<file path="src/rtl/core/tpan_pkg.sv">
package tpan_pkg;

  // store and field sizes
  localparam int MAX_POINTS = 1024;
  localparam int ADDR_W     = $clog2(MAX_POINTS);
  localparam int CNT_W      = 11;
  localparam int COORD_W    = 32;
  localparam int NORM_W     = 16;
  localparam int WIDE_W     = 128;
  localparam int PC_W       = 6;
  localparam int DIV_W      = 45;
  localparam int DIV_CNT_W  = 6;

  // result status codes
  localparam logic [1:0] ST_OK      = 2'd0;
  localparam logic [1:0] ST_ZERO    = 2'd1;
  localparam logic [1:0] ST_INVALID = 2'd2;

  // configuration register indexes
  localparam logic CFG_CLOSED = 1'b0;
  localparam logic CFG_COUNT  = 1'b1;

  // micro-op codes
  typedef enum logic [3:0] {
    OP_RD1, OP_RD2, OP_RD3, OP_LOAD, OP_MUL, OP_ADD, OP_SUB, OP_SUB2,
    OP_CNEG, OP_MOVE, OP_FLIP, OP_ABS, OP_NORM, OP_SQRT, OP_DIV
  } op_t;

  // datapath working registers
  typedef enum logic [4:0] {
    R_X2, R_Y2, R_X3, R_Y3, R_CX, R_CY, R_D, R_E, R_S2, R_S3,
    R_NX, R_NY, R_T, R_U, R_WX, R_WY, R_SX, R_SY, R_PCX, R_PCY
  } reg_t;

  typedef struct packed {
    op_t  op;
    reg_t dst;
    reg_t a;
    reg_t b;
  } uword_t;

  typedef struct packed {
    logic       go;
    logic       emit;
    logic [1:0] code;
    uword_t     uw;
  } dp_cmd_t;

  typedef struct packed {
    logic fin;
    logic invalid;
    logic d_zero;
    logic e_zero;
    logic vec_zero;
  } dp_stat_t;

  // program branch points
  localparam logic [PC_W-1:0] PC_BR_D  = 6'd7;
  localparam logic [PC_W-1:0] PC_SEG_B = 6'd8;
  localparam logic [PC_W-1:0] PC_END_B = 6'd25;
  localparam logic [PC_W-1:0] PC_SEG_C = 6'd26;
  localparam logic [PC_W-1:0] PC_END_C = 6'd33;
  localparam logic [PC_W-1:0] PC_SEG_D = 6'd34;
  localparam logic [PC_W-1:0] PC_END_D = 6'd35;
  localparam logic [PC_W-1:0] PC_TAIL  = 6'd36;
  localparam logic [PC_W-1:0] PC_LAST  = 6'd43;

  // microprogram: fetch, circle fit (general / collinear / degenerate), normalize
  function automatic uword_t ucode(input logic [PC_W-1:0] pc);
    uword_t u;
    case (pc)
      6'd0:  u = '{OP_RD1,  R_T,  R_T,   R_T};
      6'd1:  u = '{OP_RD2,  R_T,  R_T,   R_T};
      6'd2:  u = '{OP_RD3,  R_T,  R_T,   R_T};
      6'd3:  u = '{OP_LOAD, R_T,  R_T,   R_T};
      6'd4:  u = '{OP_MUL,  R_T,  R_X2,  R_Y3};
      6'd5:  u = '{OP_MUL,  R_U,  R_X3,  R_Y2};
      6'd6:  u = '{OP_FLIP, R_T,  R_T,   R_U};
      6'd7:  u = '{OP_SUB2, R_D,  R_T,   R_U};
      6'd8:  u = '{OP_MUL,  R_T,  R_X2,  R_X2};
      6'd9:  u = '{OP_MUL,  R_U,  R_Y2,  R_Y2};
      6'd10: u = '{OP_ADD,  R_S2, R_T,   R_U};
      6'd11: u = '{OP_MUL,  R_T,  R_X3,  R_X3};
      6'd12: u = '{OP_MUL,  R_U,  R_Y3,  R_Y3};
      6'd13: u = '{OP_ADD,  R_S3, R_T,   R_U};
      6'd14: u = '{OP_MUL,  R_T,  R_Y3,  R_S2};
      6'd15: u = '{OP_MUL,  R_U,  R_Y2,  R_S3};
      6'd16: u = '{OP_SUB,  R_NX, R_T,   R_U};
      6'd17: u = '{OP_MUL,  R_T,  R_X2,  R_S3};
      6'd18: u = '{OP_MUL,  R_U,  R_X3,  R_S2};
      6'd19: u = '{OP_SUB,  R_NY, R_T,   R_U};
      6'd20: u = '{OP_MUL,  R_T,  R_CX,  R_D};
      6'd21: u = '{OP_SUB,  R_WX, R_T,   R_NX};
      6'd22: u = '{OP_MUL,  R_T,  R_CY,  R_D};
      6'd23: u = '{OP_SUB,  R_WY, R_T,   R_NY};
      6'd24: u = '{OP_CNEG, R_WX, R_WX,  R_D};
      6'd25: u = '{OP_CNEG, R_WY, R_WY,  R_D};
      6'd26: u = '{OP_MUL,  R_T,  R_X2,  R_SX};
      6'd27: u = '{OP_MUL,  R_U,  R_Y2,  R_SY};
      6'd28: u = '{OP_ADD,  R_U,  R_T,   R_U};
      6'd29: u = '{OP_MUL,  R_T,  R_PCX, R_E};
      6'd30: u = '{OP_SUB,  R_WX, R_T,   R_U};
      6'd31: u = '{OP_MUL,  R_WY, R_PCY, R_E};
      6'd32: u = '{OP_CNEG, R_WX, R_WX,  R_E};
      6'd33: u = '{OP_CNEG, R_WY, R_WY,  R_E};
      6'd34: u = '{OP_MOVE, R_WX, R_PCX, R_T};
      6'd35: u = '{OP_MOVE, R_WY, R_PCY, R_T};
      6'd36: u = '{OP_ABS,  R_T,  R_WX,  R_WY};
      6'd37: u = '{OP_NORM, R_T,  R_T,   R_U};
      6'd38: u = '{OP_MUL,  R_S2, R_T,   R_T};
      6'd39: u = '{OP_MUL,  R_S3, R_U,   R_U};
      6'd40: u = '{OP_ADD,  R_NX, R_S2,  R_S3};
      6'd41: u = '{OP_SQRT, R_NY, R_NX,  R_T};
      6'd42: u = '{OP_DIV,  R_WX, R_T,   R_NY};
      6'd43: u = '{OP_DIV,  R_WY, R_U,   R_NY};
      default: u = '{OP_MOVE, R_T, R_T, R_T};
    endcase
    return u;
  endfunction

endpackage

</file>
<file path="src/rtl/core/tpan_ctrl.sv">
module tpan_ctrl (
  input  logic               clk,
  input  logic               rst,
  input  logic               start,
  input  logic               req_type,
  input  tpan_pkg::dp_stat_t stat,
  output tpan_pkg::dp_cmd_t  cmd,
  output logic               busy
);

  typedef enum logic [4:0] {
    S_IDLE   = 5'b00001,
    S_CHECK  = 5'b00010,
    S_ISSUE  = 5'b00100,
    S_WAIT   = 5'b01000,
    S_RESULT = 5'b10000
  } state_t;

  state_t                      state;
  logic [tpan_pkg::PC_W-1:0]   pc;
  logic [1:0]                  code;
  logic [tpan_pkg::PC_W-1:0]   pc_next;

  // branch after each finished micro-op
  always_comb begin
    case (pc)
      tpan_pkg::PC_BR_D: begin
        if (!stat.d_zero) pc_next = tpan_pkg::PC_SEG_B;
        else if (!stat.e_zero) pc_next = tpan_pkg::PC_SEG_C;
        else pc_next = tpan_pkg::PC_SEG_D;
      end
      tpan_pkg::PC_END_B, tpan_pkg::PC_END_C, tpan_pkg::PC_END_D:
        pc_next = tpan_pkg::PC_TAIL;
      default: pc_next = pc + 1'b1;
    endcase
  end

  // sequencer
  always_ff @(posedge clk) begin
    if (rst) begin
      state <= S_IDLE;
      pc    <= '0;
      code  <= tpan_pkg::ST_OK;
    end else begin
      case (state)
        S_IDLE: begin
          if (start && req_type) state <= S_CHECK;
        end
        S_CHECK: begin
          if (stat.invalid) begin
            code  <= tpan_pkg::ST_INVALID;
            state <= S_RESULT;
          end else begin
            pc    <= '0;
            state <= S_ISSUE;
          end
        end
        S_ISSUE: begin
          state <= S_WAIT;
        end
        S_WAIT: begin
          if (stat.fin) begin
            if (pc == tpan_pkg::PC_TAIL && stat.vec_zero) begin
              code  <= tpan_pkg::ST_ZERO;
              state <= S_RESULT;
            end else if (pc == tpan_pkg::PC_LAST) begin
              code  <= tpan_pkg::ST_OK;
              state <= S_RESULT;
            end else begin
              pc    <= pc_next;
              state <= S_ISSUE;
            end
          end
        end
        S_RESULT: begin
          state <= S_IDLE;
        end
        default: state <= S_IDLE;
      endcase
    end
  end

  assign busy     = (state != S_IDLE);
  assign cmd.go   = (state == S_ISSUE);
  assign cmd.emit = (state == S_RESULT);
  assign cmd.code = code;
  assign cmd.uw   = tpan_pkg::ucode(pc);

endmodule

</file>
<file path="config.mk">
export PLATFORM = sky130hd
export DESIGN_NAME = tpan_ctrl
export DESIGN_NICKNAME = d
export VERILOG_FILES = /design/src/rtl/core/tpan_pkg.sv /design/src/rtl/core/tpan_ctrl.sv
export SDC_FILE = /design/constraint.sdc
export NUM_CORES = 1
export LEC_CHECK = 0
export BUFFER_PORTS_ARGS = -buffer_cell sky130_fd_sc_hd__buf_2
export CORE_MARGIN = 1.5
export CORE_UTILIZATION = 55
export DETAILED_ROUTE_END_ITERATION = 12
export MAX_ROUTING_LAYER = met4
export PLACE_DENSITY = 0.77
export SETUP_SLACK_MARGIN = 0.02
export SYNTH_ARGS = -nofsm -noshare
export SYNTH_HDL_FRONTEND = slang
export SYNTH_SLANG_ARGS = --single-unit
export TNS_END_PERCENT = 1
</file>
<file path="constraint.sdc">
create_clock -name clk -period 5.25 [get_ports clk]
set_clock_uncertainty 0.1 [all_clocks]
set_input_delay 0.7875 -clock clk [delete_from_list [all_inputs] [get_ports clk]]
set_output_delay 0.7875 -clock clk [all_outputs]
set_load 0.05 [all_outputs]
</file>
* After elaboration in Yosys (flattened, before gate mapping)
Memory sizes are Yosys's and may differ from the RTL's. A register that Yosys moved wholly into a read port is not among the register bits.
Index checks and enable logic that the tools add are counted.
W data, S select, Z words.
** Storage, ports and cells
- Flip-flop bits (word level) :: 13
- Bits in read-only memories :: 1152
- Input port bits :: 9
- Output and inout port bits :: 24
- Logic and storage cells :: 52
- Memories kept :: 1
** Memories
- (name not given) :: words 64, width 18, read ports 1, clocked after Yosys merged registers in 1, wr ports 0, RTL line tpan_pkg.sv:71 : case (pc)
** Cells by class
- Add/subtract/negate cells :: 1
- Equal/unequal tests :: 19
- Multiplexer cells :: 21
- Reduce and logical (&&, ||, !) cells :: 7
** Operators with widths (number)
- $mux W6 :: 8
- $mux W5 :: 5
- $eq A6 B6 Y1 const B :: 4
- $pmux W6 S2 :: 2
- $pmux W5 S4 :: 1
- $ne A2 B2 Y1 const B :: 6
- $mux W2 :: 4
- $add A6 B1 Y6 const B :: 1
- $eq A6 B3 Y1 const B :: 1
- $eq A6 B5 Y1 const B :: 1
- $eq A5 B1 Y1 const B :: 1
- $eq A5 B2 Y1 const B :: 1
- $eq A5 B3 Y1 const B :: 1
- $eq A5 B4 Y1 const B :: 1
- $eq A5 B5 Y1 const B :: 1
- $ne A5 B1 Y1 const B :: 1
- $reduce_and A5 Y1 :: 1
- $pmux W2 S2 :: 1
- $reduce_and A4 Y1 :: 1
- $ne A3 B3 Y1 const B :: 1
- $reduce_or A3 Y1 :: 1
- $logic_and A1 B1 Y1 :: 2
- $reduce_and A2 Y1 :: 1
- $reduce_bool A2 Y1 :: 1

* Depth between registers and ports, before layout
Gate-level depths: netlist of run 1.
- Word-level depth :: 9
- Mapped depth :: 14
- Gate-level depth less buffers :: 13

* Worst setup path before layout of run 1
Ideal clock, no wire load.
- Path type :: in2reg
- From :: in stat[3] (netlist bit)
- To :: reg, netlist name cmd[2]
- Library setup time :: 0.120 ns
- Data arrival time :: 3.370 ns
- Data required time :: 5.030 ns
- Path slack :: 1.660 ns
- Cell stages on the path :: 11
- Path buffers :: 1
- Path through :: or3b_4 a2111oi_4 a21oi_2 a311oi_2 or2_2 inv_2 ha_1 clkbuf_1 o311a_1 o21ai_0 a21oi_1
** Between the ends
- Longest elaborated chain between the ends :: 4
** Ends and longest elaborated chain
- start, declared :: RTL line tpan_ctrl.sv:6 : input tpan_pkg::dp_stat_t stat,
- $ne A2 B2 Y1 (no line)
- $reduce_and A5 Y1 (no line)
- $mux W6 (no line) (2 in a row)
No other way between the ends.
A chain may end at the register's enable or synchronous reset.

* Final worst setup path of run 1
- From :: in stat[3] (netlist bit)
- To :: reg, netlist name cmd[7]
** Between the ends
- Longest elaborated chain between the ends :: 4
** Ends and longest elaborated chain
- $ne A2 B2 Y1 (no line)
- $reduce_and A5 Y1 (no line)
- $mux W6 (no line) (2 in a row)
No other way between the ends.

==> implementation parameters, run 1 <==
Parameter                              Value

Floorplan
  Num ports ... 33
  Die Span Y ... 68.8 um
  Die extent in x ... 68.8 um
  Starting density of the core ... 58.3%
  Placeable core area ... 0.00409 mm2
  Area of the die ... around 0.0047 mm2
  Number of rows created at floorplan ... 23

Critical path
  Arrival time worst endpoint ... 3.98 ns
  Critical Path Start ... stat[3]
  Largest fanout on the critical path ... 9
  Critical R2R Capture ... cmd[7]
  Worst r2r src ... state[3]
  Worst path slowest cell ... sky130_fd_sc_hd__a2111oi_4
  Cell breakdown of the critical path ... buf_2, or3b_4, a2111oi_4, a21oi_2, a311oi_2, or2_2, inv_2, ha_1, nand2_1, o211ai_1, a211oi_2, a21oi_1
  Worst reg-to-reg setup slack ... 1.42 ns
  Required arrival time at the worst endpoint ... 5.32 ns
  Setup crit end kind ... flip-flop
  Slowest Stage Delay on Critical Path ... 0.60 ns
  Length in cells of the worst reg-to-reg path ... 11
  Setup CP Type ... primary input to flip-flop
  Kind of start point of the critical path ... primary input
  Buffers plus inverters on the worst setup path ... 2
  Worst Setup EP ... cmd[7]
  Worst path top cell family by delay ... compound AO/OA/AOI/OAI gates
  Worst path depth ... 12

Power
  Switching power summed over all nets ... 0.000119 W
  Total leakage power ... around 1.1 nW
  Clk pwr share ... 47.7%
  Internal power ... 0.000401 W
  Power density over cell area ... a little under 200 mW/mm2
  Relative contribution of sequential cells to total power ... 46.4%
  Maximum vdd ir drop ... 0.000161 V
  Part of the total power dissipated in combinational logic ... 5.9%
  Fraction of power spent switching nets ... a little under a quarter

Timing
  Setup TNS ... 0 ns
  Worst slew slack as a fraction of its limit ... roughly 43%
  Minimum setup slack in the final design ... approximately 1.3 ns
  Total of endpoints with negative setup slack in the final report ... 0
  Crit path time final ... 3.92 ns
  Upper clock frequency limit ... 255 MHz
  Hold slack final ... 0.352 ns
  Least-Margin Pin Slew ... 0.853 ns
  Final hold viol count ... 0
  Unrepaired setup endpoints after global routing ... no
  Final count of pins violating max slew ... 0
  Final clock period utilization by the worst path ... 74.6%

Final layout
  Antenna fix cells ... 0
  Number of fill cells in the layout ... 350
  Ratio of cells with drive above 1 in the final layout ... 20.7%
  Area growth syn-to-layout ... 11.6%
  Number of nets in the layout ... 346
  Number of standard cells in the layout, taps in and fillers out ... ~370
  Final std cell area, no fill ... 0.00266 mm2

Logic synthesis
  Post-Syn Nets ... 322
  Cell variety after synth ... 72
  Share of synthesized registers carrying an async set or reset ... 0%
  Area of the mapped netlist ... 0.00238 mm2
  Portion of synthesized cell area occupied by the leading cell type ... 26.1%
  Cells taking the most area after synthesis ... sky130_fd_sc_hd__dfxtp_1 26%, sky130_fd_sc_hd__ha_1 7.4%, sky130_fd_sc_hd__nor2_1 4.6%
  Top cell type by total area after synthesis ... sky130_fd_sc_hd__dfxtp_1
  Flip-flop and latch count after synthesis ... 31
  Most common flop cell mapped by yosys ... sky130_fd_sc_hd__dfxtp_1
  Sequential share of the synthesized area ... 26.1%
  Post-Syn Instances ... 299
  Avg Synthesized Cell Area ... 7.96 um2
  Count of yosys warnings during synthesis ... 0
  List of most frequent post-synthesis cells ... 31 x sky130_fd_sc_hd__dfxtp_1, 29 x sky130_fd_sc_hd__nor2_1, 21 x sky130_fd_sc_hd__nand2_1
  Leading cell type by number of instances after synthesis ... sky130_fd_sc_hd__dfxtp_1
  Number of flops mapped to enable cells by yosys ... 0

Global routing
  Number of antenna violations at the first check in global routing ... 0
  Global route total overflow ... 0
  Wire length of the first global-routing pass ... 10.6 mm
  Maximum number of pins on one net before global-route repair ... 24
  Number of global-route vias before repair ... roughly 2,000
  Total routing resource utilization after global routing ... 31.1%

Clocking
  Num Clock Sinks ... 31
  Clock tree from TritonCTS ... built
  Total CTS buffers ... 5
  Number of setup buffers added after CTS ... 0
  Root buffer cell ... sky130_fd_sc_hd__clkbuf_8
  Clock tree buffer depth ... 2
  Post_cts resized ... 0
  CTS H-Tree Depth ... 2
  Clock transition time at the flip-flop clock pins of the worst setup and hold paths ... 0.06 ns
  Cts hold-fix bufs ... 0
  Clock latency of the later-clocked register in the worst-skew pair ... 0.29 ns

Drt
  First-pass DRT Iterations ... 7
  Number of design-rule violations left by the first detailed-router iteration ... 256
  Vias per inst ... 6.59
  Final routed wire length divided by cell count ... 17.7 um
  Routed vias ... approximately 2,500
  Routed Wire Length ... 6.60 mm
  Post-route antenna net violation count ... 0
  Residual DRC ... 0

Placement
  Gp weighted congestion ... 0.982
  Minimum setup slack after placement ... 1.10 ns
  Cell count after placement ... 366
  Hpwl dp ... 4.71 mm
  Placed inst area ... 0.00254 mm2
  PortBufs ... 31

Status
  Result of the run ... finished, final reports clean

Flow run
  Number of max-cap violations ... 0

Min path
  Class of the worst hold path ... flip-flop to flip-flop
  Min-delay src ... code[1]
## area by class of cell
class / instances / area, um2 / share of cell area, %
Multi-Input combinational cell: 231 / 1590 / 59.8
Sequential cell: 31 / 621 / 23.4
Clock inverter: 2 / 35.0 / 1.32
Timing Repair Buffer: 38 / 208 / 7.82
Tap cell: 50 / 62.6 / 2.35
Clock buffer: 6 / 82.6 / 3.11
Inverter: 16 / 60.1 / 2.26
## per-stage QoR
step,utilization [%],power [W]
final,65.0,0.000520
after floorplan,-,0.000270
after global placement,62.2,0.000277
after CTS,65.0,0.000519
after detailed placement,62.2,0.000277
after global routing,65.0,0.000535
## routing by layer
| layer | wire length, um | up-vias | track usage, % |
|---|---|---|---|
| li1 | - | 1152 | - |
| met1 | 2980 | 1124 | 45.8 |
| met4 | 186 | 0 | 13.7 |
| met3 | 772 | 29 | 6.66 |
| met2 | 2660 | 159 | 40.0 |
| met5 | 0 | - | - |
## layout by cell type (no fill, tap or decap), types with 3 or more instances in the layout
cell | synthesis | routed
sky130_fd_sc_hd__clkbuf_8 | 0 | 6
sky130_fd_sc_hd__a21oi_1 | 15 | 15
sky130_fd_sc_hd__or3_1 | 3 | 3
sky130_fd_sc_hd__xor2_1 | 3 | 3
sky130_fd_sc_hd__o21ai_0 | 14 | 14
sky130_fd_sc_hd__buf_4 | 3 | 7
sky130_fd_sc_hd__nand2_1 | 21 | 21
sky130_fd_sc_hd__o211ai_1 | 5 | 5
sky130_fd_sc_hd__dfxtp_1 | 31 | 31
sky130_fd_sc_hd__and3_1 | 3 | 3
sky130_fd_sc_hd__nor4_1 | 6 | 6
sky130_fd_sc_hd__nand3_1 | 10 | 10
sky130_fd_sc_hd__a211oi_1 | 6 | 6
sky130_fd_sc_hd__a22oi_1 | 4 | 4
sky130_fd_sc_hd__ha_1 | 14 | 14
sky130_fd_sc_hd__a31oi_1 | 5 | 5
sky130_fd_sc_hd__inv_1 | 14 | 14
sky130_fd_sc_hd__nor3_1 | 9 | 9
sky130_fd_sc_hd__nand3b_1 | 3 | 3
sky130_fd_sc_hd__nand4b_1 | 3 | 3
sky130_fd_sc_hd__nand2b_1 | 3 | 3
sky130_fd_sc_hd__nor2_1 | 29 | 29
sky130_fd_sc_hd__mux2i_1 | 6 | 6
sky130_fd_sc_hd__nor2b_1 | 4 | 4
sky130_fd_sc_hd__o21ai_1 | 5 | 5
sky130_fd_sc_hd__buf_2 | 5 | 31
sky130_fd_sc_hd__o32ai_1 | 3 | 3
## worst min-delay path by stage
| stage | to | slack [ns] | cells past startpoint |
|---|---|---|---|
| after floorplan | state[1] | 0.48 | 2 |
| after global placement | code[1] | 0.34 | 2 |
| after detailed placement | code[1] | 0.35 | 2 |
| after CTS | code[1] | 0.35 | 2 |
| after global routing | code[1] | 0.38 | 2 |
| final | code[1] | 0.35 | 2 |
## power groups by stage
stage | sequential (W) | clock [W] | combinational [W]
after floorplan | 0.000244 | 0 | 0.0000256
after global placement | 0.000246 | 0 | 0.0000302
after detailed placement | 0.000247 | 0 | 0.0000304
after CTS | 0.000241 | 0.000247 | 0.0000304
after global routing | 0.000242 | 0.000260 | 0.0000339
final | 0.000241 | 0.000248 | 0.0000305
## state kept, by name, summed over array words and instances, names as in the netlist
register / flops
pc: 6
cmd: 18
state: 5
code: 2
## worst register-to-register path: cells and delay by family (launching register included)
family          cells  cell delay, ns
compound gates      6            1.79
fa+ha+maj           1            0.33
buf+inv             1            0.13
flops               1            0.44
simple gates        3            0.93
## cells by family (layout without fill, tap and decap cells)
group,after synthesis,count (layout),share of synthesized area [%]
buffers and inverters,37,62,7.20
and+or+nand+nor,115,115,26.2
other,1,1,0.157
DFF,31,31,26.1
xor gates and xnor gates,4,4,1.47
adders and majority gates,14,14,7.36
muxes,8,8,3.47
AOI/OAI and AO/OA,89,89,28.1
Power figures use the tool's default switching activity.
==> run 2, diff against run 1 <==
--- a/config.mk
+++ b/config.mk
@@ -7,10 +7,10 @@
 export LEC_CHECK = 0
 export BUFFER_PORTS_ARGS = -buffer_cell sky130_fd_sc_hd__buf_2
 export CORE_MARGIN = 1.5
-export CORE_UTILIZATION = 55
+export CORE_UTILIZATION = 52
 export DETAILED_ROUTE_END_ITERATION = 12
 export MAX_ROUTING_LAYER = met4
-export PLACE_DENSITY = 0.77
+export PLACE_DENSITY = 0.76
 export SETUP_SLACK_MARGIN = 0.02
 export SYNTH_ARGS = -nofsm -noshare
 export SYNTH_HDL_FRONTEND = slang
==> constraint.sdc (replaced) <==
create_clock -name clk -period 3.4 [get_ports clk]
set_clock_uncertainty 0.1 [all_clocks]
set_input_delay 0.51 -clock clk [delete_from_list [all_inputs] [get_ports clk]]
set_output_delay 0.51 -clock clk [all_outputs]
set_load 0.05 [all_outputs]
==> run 2 against run 1 <==
Compared with the run above: final cell count increased by 8.8%; critical path depth decreased by 2; count of clock-buffer cells in the layout grew 1; power increased by 45%; global-route usage fell by 1.1 points; combinational power increased by 93%.
==> implementation parameters, run 2 (same netlist as run 1, synthesis figures left out) <==
Parameter                              Value

Drt
  Routed vias ... 2,568 (+4.2%)
  Final routed wire length divided by cell count ... 17.3 um (-2.2%)
  Post-route antenna net violation count ... 0 (unchanged)
  Vias per inst ... 6.31 (-4.2%)
  Residual DRC ... 0 (unchanged)
  Routed Wire Length ... 7.03 mm (+6.4%)
  Number of design-rule violations left by the first detailed-router iteration ... 415 (+62%)
  First-pass DRT Iterations ... 5 (-2)

Placement
  Hpwl dp ... 5.34 mm (+13%)
  PortBufs ... 31 (unchanged)
  Gp weighted congestion ... 1.02 (+4.2%)
  Cell count after placement ... 399 (+9.0%)
  Minimum setup slack after placement ... 0.0403 ns (-1.06 ns)

Timing
  Worst slew slack as a fraction of its limit ... 60.6% (+18 points)
  Minimum setup slack in the final design ... 0.203 ns (-1.13 ns)
  Upper clock frequency limit ... 313 MHz
  Crit path time final ... 3.20 ns
  Least-Margin Pin Slew ... 0.589 ns (-0.264 ns)
  Final hold viol count ... 0 (unchanged)
  Total of endpoints with negative setup slack in the final report ... 0 (unchanged)
  Final count of pins violating max slew ... 0 (unchanged)
  Unrepaired setup endpoints after global routing ... no
  Final clock period utilization by the worst path ... between 90% and 100%
  Setup TNS ... 0 ns (unchanged)

Critical path
  Cell breakdown of the critical path ... or4_1, a2111o_1, a21oi_2, a311oi_2, or2_2, ha_1, nand2_1, o21ai_0, a211oi_1, o21ai_0
  Largest fanout on the critical path ... 6 (-3)
  Setup CP Type ... flip-flop to flip-flop
  Slowest Stage Delay on Critical Path ... 0.60 ns (about the same)
  Arrival time worst endpoint ... 3.25 ns (-0.73 ns)
  Length in cells of the worst reg-to-reg path ... 10 (-1)
  Most used cell along the critical path ... sky130_fd_sc_hd__o21ai_0
  Setup crit end kind ... flip-flop
  Worst r2r src ... state[1]
  Worst reg-to-reg setup slack ... 0.20 ns (-1.22 ns)
  Kind of start point of the critical path ... flip-flop
  Critical R2R Capture ... cmd[0]
  Required arrival time at the worst endpoint ... 3.45 ns (-1.87 ns)
  Worst path slowest cell ... sky130_fd_sc_hd__or4_1

Global routing
  Met3 Resource Use GR ... 5.70% (-0.96 points)
  Global route total overflow ... 0 (unchanged)
  Number of global-route vias before repair ... 2,440 (+19%)
  Number of antenna violations at the first check in global routing ... 0 (unchanged)
  Maximum number of pins on one net before global-route repair ... 18 (-25%)
  Wire length of the first global-routing pass ... 11.7 mm (+11%)
  Met2 Use GR ... 43.2% (+3.2 points)
  Most Used Layer, Global Route ... met2
  Total routing resource utilization after global routing ... 30.0% (-1.1 points)
  Grt met1 use ... 42.4% (-3.3 points)

Min path
  Min-delay src ... code[0]
  Cells on Worst Hold Path ... 2 (unchanged)
  Endpoint with the worst hold slack ... code[0]
  Class of the worst hold path ... flip-flop to flip-flop

Clocking
  Total CTS buffers ... 5 (unchanged)
  Clock latency of the later-clocked register in the worst-skew pair ... 0.29 ns (about the same)
  Num Clock Sinks ... 31 (unchanged)
  Clock tree buffer depth ... 2 (unchanged)
  CTS H-Tree Depth ... 2 (unchanged)
  Clock transition time at the flip-flop clock pins of the worst setup and hold paths ... 0.06 ns (about the same)
  Cts hold-fix bufs ... 0 (unchanged)
  Root buffer cell ... sky130_fd_sc_hd__clkbuf_8
  Post_cts resized ... 0 (unchanged)
  Clock tree from TritonCTS ... built
  Number of setup buffers added after CTS ... 0 (unchanged)

Floorplan
  Starting density of the core ... 54.3% (-4.0 points)
  Area of the die ... 0.00499 mm2 (+5.5%)
  Placeable core area ... 0.00438 mm2 (+7.3%)
  Number of rows created at floorplan ... 24 (+4.3%)
  Num ports ... 33 (unchanged)
  Die Span Y ... 70.7 um (+2.7%)
  Die extent in x ... 70.7 um (+2.7%)

Final layout
  Ratio of cells with drive above 1 in the final layout ... 29.3% (+8.6 points)
  Antenna fix cells ... 0 (unchanged)
  Area growth syn-to-layout ... 22.6%
  Number of nets in the layout ... 377 (+9.0%)
  Number of standard cells in the layout, taps in and fillers out ... 407 (+8.8%)
  Most frequent standard cell in the layout excluding fill and tap cells ... sky130_fd_sc_hd__buf_4
  Core occupancy in the finished layout ... 66.6% (+1.5 points)
  Number of fill cells in the layout ... 381 (+8.9%)
  Largest register FFs ... 18 (unchanged)
  Most frequent cells in the layout ... 37 x sky130_fd_sc_hd__buf_4, 31 x sky130_fd_sc_hd__dfxtp_1, 31 x sky130_fd_sc_hd__buf_2

Power
  Maximum vdd ir drop ... 0.000239 V (+48%)
  Total leakage power ... 1.24 nW (+13%)
  Power density over cell area ... 258 mW/mm2 (+32%)

Flow run
  Number of max-cap violations ... 0 (unchanged)

Status
  Result of the run ... finished, final reports clean
==> run 2: cell types whose count changed in the layout (fill, tap and decap cells not counted), sizes merged <==
| cell | change |
|---|---|
| buf | +31 |
| clkinv | -1 |
| clkinvlp | +1 |
| clkbuf | +1 |
| bufinv | -1 |
==> run 2: worst max-delay path, delay by kind of cell (launching register included) <==
| kind | cells | cell delay (ns) |
|---|---|---|
| AND/OR/NAND/NOR | 3 | 1.14 |
| adder cells (fa/ha/maj) | 1 | 0.36 |
| flip-flops | 1 | 0.35 |
| AO/OA/AOI/OAI | 6 | 1.11 |
==> run 2: layout make-up <==
type / count / area (um2) / area share, %
multi-input combinational: 231 / 1620 / 55.4
sequential: 31 / 621 / 21.3
timing repair buffer: 69 / 453 / 15.5
clock buffer: 7 / 96.3 / 3.30
tap: 52 / 65.1 / 2.23
inverter: 16 / 60.1 / 2.06
clock inverter: 1 / 7.51 / 0.257
==> run 2: per-stage QoR <==
| step | cell area [um2] | power [W] | hold slack [ns] |
|---|---|---|---|
| floorplan | 2380 | 0.000416 | 0.479 |
| global placement | 2790 | 0.000432 | 0.340 |
| detailed placement | 2790 | 0.000434 | 0.344 |
| CTS | 2890 | 0.000757 | 0.352 |
| global route | 2920 | 0.000780 | 0.383 |
| finish | 2920 | 0.000753 | 0.348 |
==> run 2: per-layer routing <==
layer / part of all wire, % / vias to the layer above
met4: 2.1 / 0
met3: 11 / 18
li1: - / 1215
met1: 44 / 1163
met2: 43 / 172
met5: 0 / -
==> run 2: where the power goes <==
part | total, W | internal, W | leakage, nW | switching, W
Sequential | 0.000368 | 0.000366 | 0.250 | 0.00000237
Combinational | 0.0000589 | 0.0000205 | 0.937 | 0.0000384
Clock | 0.000325 | 0.000184 | 0.0505 | 0.000141
Total | 0.000753 | 0.000570 | 1.24 | 0.000182
==> run 2: how the worst max path moves through the flow <==
stage | start | end | slack (ns) | cells past startpoint
final | state[1] | cmd[0] | 0.20 | 10
after global routing | state[1] | cmd[5] | 0.03 | 12
after CTS | state[1] | cmd[15] | 0.11 | 11
after detailed placement | stat[3] | cmd[15] | 0.04 | 11
after global placement | stat[3] | cmd[5] | 0.08 | 13
after floorplan | stat[3] | cmd[2] | 0.09 | 11
==> run 3, diff against run 2 <==
--- a/config.mk
+++ b/config.mk
@@ -10,7 +10,7 @@
 export CORE_UTILIZATION = 52
 export DETAILED_ROUTE_END_ITERATION = 12
 export MAX_ROUTING_LAYER = met4
-export PLACE_DENSITY = 0.76
+export PLACE_DENSITY_LB_ADDON = 0.3
 export SETUP_SLACK_MARGIN = 0.02
 export SYNTH_ARGS = -nofsm -noshare
 export SYNTH_HDL_FRONTEND = slang
==> run 3 against run 2 <==
Compared with the run above: core utilization decreased by 0.74 points; sequential share of layout area grew 0.24 points; final cell count is 0.74% lower; combinational power decreased by 2%; clock power fell by 12%; via count fell by 0.35%; non-clock buffer count fell by 2; largest power group unchanged; sequential power is essentially flat; final area is 1.1% lower; global-route usage shrank 1.6 points; die area stayed put; power down 5.2%.
==> implementation parameters, run 3 (same netlist as run 1, synthesis figures left out) <==
Parameter                              Value

Critical path
  Setup CP Type ... flip-flop to flip-flop
  Required arrival time at the worst endpoint ... 3.50 ns (+0.05 ns)
  Kind of start point of the critical path ... flip-flop
  Arrival time worst endpoint ... 3.29 ns (+0.04 ns)
  Worst r2r src ... state[1]
  Largest fanout on the critical path ... 6 (unchanged)
  Setup crit end kind ... flip-flop
  Critical Path Start ... state[1]

Clocking
  Clock tree buffer depth ... 2 (unchanged)
  CTS H-Tree Depth ... 2 (unchanged)
  Root buffer cell ... sky130_fd_sc_hd__clkbuf_8
  Clock latency of the later-clocked register in the worst-skew pair ... 0.28 ns (about the same)
  Clock transition time at the flip-flop clock pins of the worst setup and hold paths ... 0.06 ns (about the same)
  Total CTS buffers ... 5 (unchanged)
  Post_cts resized ... 0 (unchanged)
  Number of setup buffers added after CTS ... 0 (unchanged)
  Num Clock Sinks ... 31 (unchanged)
  Cts hold-fix bufs ... 0 (unchanged)
  Clock tree from TritonCTS ... built

Final layout
  Most frequent standard cell in the layout excluding fill and tap cells ... sky130_fd_sc_hd__buf_4
  Number of fill cells in the layout ... 389 (+2.1%)
  Number of nets in the layout ... 375 (-0.53%)
  Largest register FFs ... 18 (unchanged)
  Area of the multi-input gates ... 0.00163 mm2 (+0.70%)
  Sequential cell area ... 621 um2 (unchanged)
  Antenna fix cells ... 0 (unchanged)
  Most frequent cells in the layout ... 36 x sky130_fd_sc_hd__buf_4, 31 x sky130_fd_sc_hd__dfxtp_1, 31 x sky130_fd_sc_hd__buf_2
  Core occupancy in the finished layout ... 65.8% (-0.74 points)
  Area growth syn-to-layout ... 21.2%
  Ratio of cells with drive above 1 in the final layout ... 29.0% (-0.32 points)

Global routing
  Met3 Resource Use GR ... 5.13% (-0.57 points)
  Maximum number of pins on one net before global-route repair ... 17 (-1)
  Total routing resource utilization after global routing ... 28.4% (-1.6 points)
  Number of global-route vias before repair ... 2,238 (-8.3%)
  Met2 Use GR ... 40.1% (-3.0 points)
  Most Used Layer, Global Route ... met1
  Grt met1 use ... 42.2% (-0.24 points)
  Number of antenna violations at the first check in global routing ... 0 (unchanged)
  Wire length of the first global-routing pass ... 11.1 mm (-5.0%)
  Global route total overflow ... 0 (unchanged)

Power
  PnR Total Power ... 0.000713 W (-5.2%)
  Maximum vdd ir drop ... 0.000236 V (-1.3%)
  Power density over cell area ... 247 mW/mm2 (-4.2%)
  Total leakage power ... 1.23 nW (-0.56%)

Drt
  Routed Wire Length ... 6.77 mm (-3.7%)
  Number of design-rule violations left by the first detailed-router iteration ... 323 (-22%)
  First-pass DRT Iterations ... 5 (unchanged)
  Residual DRC ... 0 (unchanged)
  Routed vias ... 2,559 (-0.35%)
  Vias per inst ... 6.33 (+0.39%)
  Final routed wire length divided by cell count ... 16.7 um (-3.0%)
  Post-route antenna net violation count ... 0 (unchanged)

Timing
  Least-Margin Pin Slew ... 0.635 ns (+0.0459 ns)
  Hold slack final ... 0.355 ns (+0.00710 ns)
  Crit path time final ... 3.18 ns (-0.0133 ns)
  Upper clock frequency limit ... 314 MHz (+0.42%)
  Final hold viol count ... 0 (unchanged)
  Total of endpoints with negative setup slack in the final report ... 0 (unchanged)
  Final clock period utilization by the worst path ... 93.6% (-0.39 points)
  Unrepaired setup endpoints after global routing ... no
  Setup TNS ... 0 ns (unchanged)
  Worst slew slack as a fraction of its limit ... 57.5% (-3.1 points)
  Minimum setup slack in the final design ... 0.217 ns (+0.0133 ns)
  Final count of pins violating max slew ... 0 (unchanged)

Floorplan
  Number of rows created at floorplan ... 24 (unchanged)
  Starting density of the core ... 54.3% (unchanged)
  Die Span Y ... 70.7 um (unchanged)
  Num ports ... 33 (unchanged)
  Die extent in x ... 70.7 um (unchanged)
  Placeable core area ... 0.00438 mm2 (unchanged)
  Area of the die ... 0.00499 mm2 (unchanged)

Placement
  PortBufs ... 31 (unchanged)
  Hpwl dp ... 5.05 mm (-5.4%)
  Gp weighted congestion ... 1.01 (-1.2%)
  Minimum setup slack after placement ... 0.0693 ns (+0.0289 ns)

Flow run
  Number of max-cap violations ... 0 (unchanged)

Status
  Result of the run ... finished, final reports clean

Min path
  Min-delay src ... code[1]
  Class of the worst hold path ... flip-flop to flip-flop
==> run 3: layout make-up <==
cell class	instances	area share, %
Inverter	16	2.08
Timing Repair Buffer	67	14.7
Clock inverter	1	0.173
Clock buffer	6	2.86
Multi-Input combinational cell	231	56.4
Sequential cell	31	21.5
Tap cell	52	2.25
==> run 3: final timing paths <==
check,end,slack (ns),cells past startpoint
worst max-delay path,cmd[16],0.22,12
worst min-delay path,code[1],0.36,2
worst max register to register,cmd[16],0.22,12
worst min register to register,code[1],0.36,2
==> run 3: where the power goes <==
| group | switching [W] | leakage, nW | internal [W] |
|---|---|---|---|
| clock network | 0.000129 | 0.0470 | 0.000158 |
| logic | 0.0000374 | 0.933 | 0.0000203 |
| registers | 0.00000223 | 0.250 | 0.000366 |
| total | 0.000168 | 1.23 | 0.000545 |
==> run 3: worst max-delay path, stage by stage, from the launching register on <==
cell	delay [ns]
sky130_fd_sc_hd__dfxtp_1	0.40
sky130_fd_sc_hd__or3b_4	0.41
sky130_fd_sc_hd__a2111oi_4	0.33
sky130_fd_sc_hd__buf_4	0.21
sky130_fd_sc_hd__nand2_2	0.08
sky130_fd_sc_hd__mux2i_1	0.14
sky130_fd_sc_hd__nor2_1	0.23
sky130_fd_sc_hd__inv_1	0.14
sky130_fd_sc_hd__ha_1	0.36
sky130_fd_sc_hd__nand2_1	0.18
sky130_fd_sc_hd__nand4_1	0.20
sky130_fd_sc_hd__o221a_1	0.19
sky130_fd_sc_hd__o22ai_1	0.12
==> run 3: per-stage QoR <==
| step | instance area (um2) | std cells |
|---|---|---|
| floorplan | 2380 | 299 |
| global placement | 2760 | 397 |
| detailed placement | 2760 | 397 |
| CTS | 2850 | 404 |
| global route | 2890 | 404 |
| finish | 2890 | 404 |
==> run 3: metal layers <==
metal	part of all wire [%]	wire length [um]
met5	0	0
met4	1.4	97
met3	9.9	673
met2	42	2850
met1	46	3140
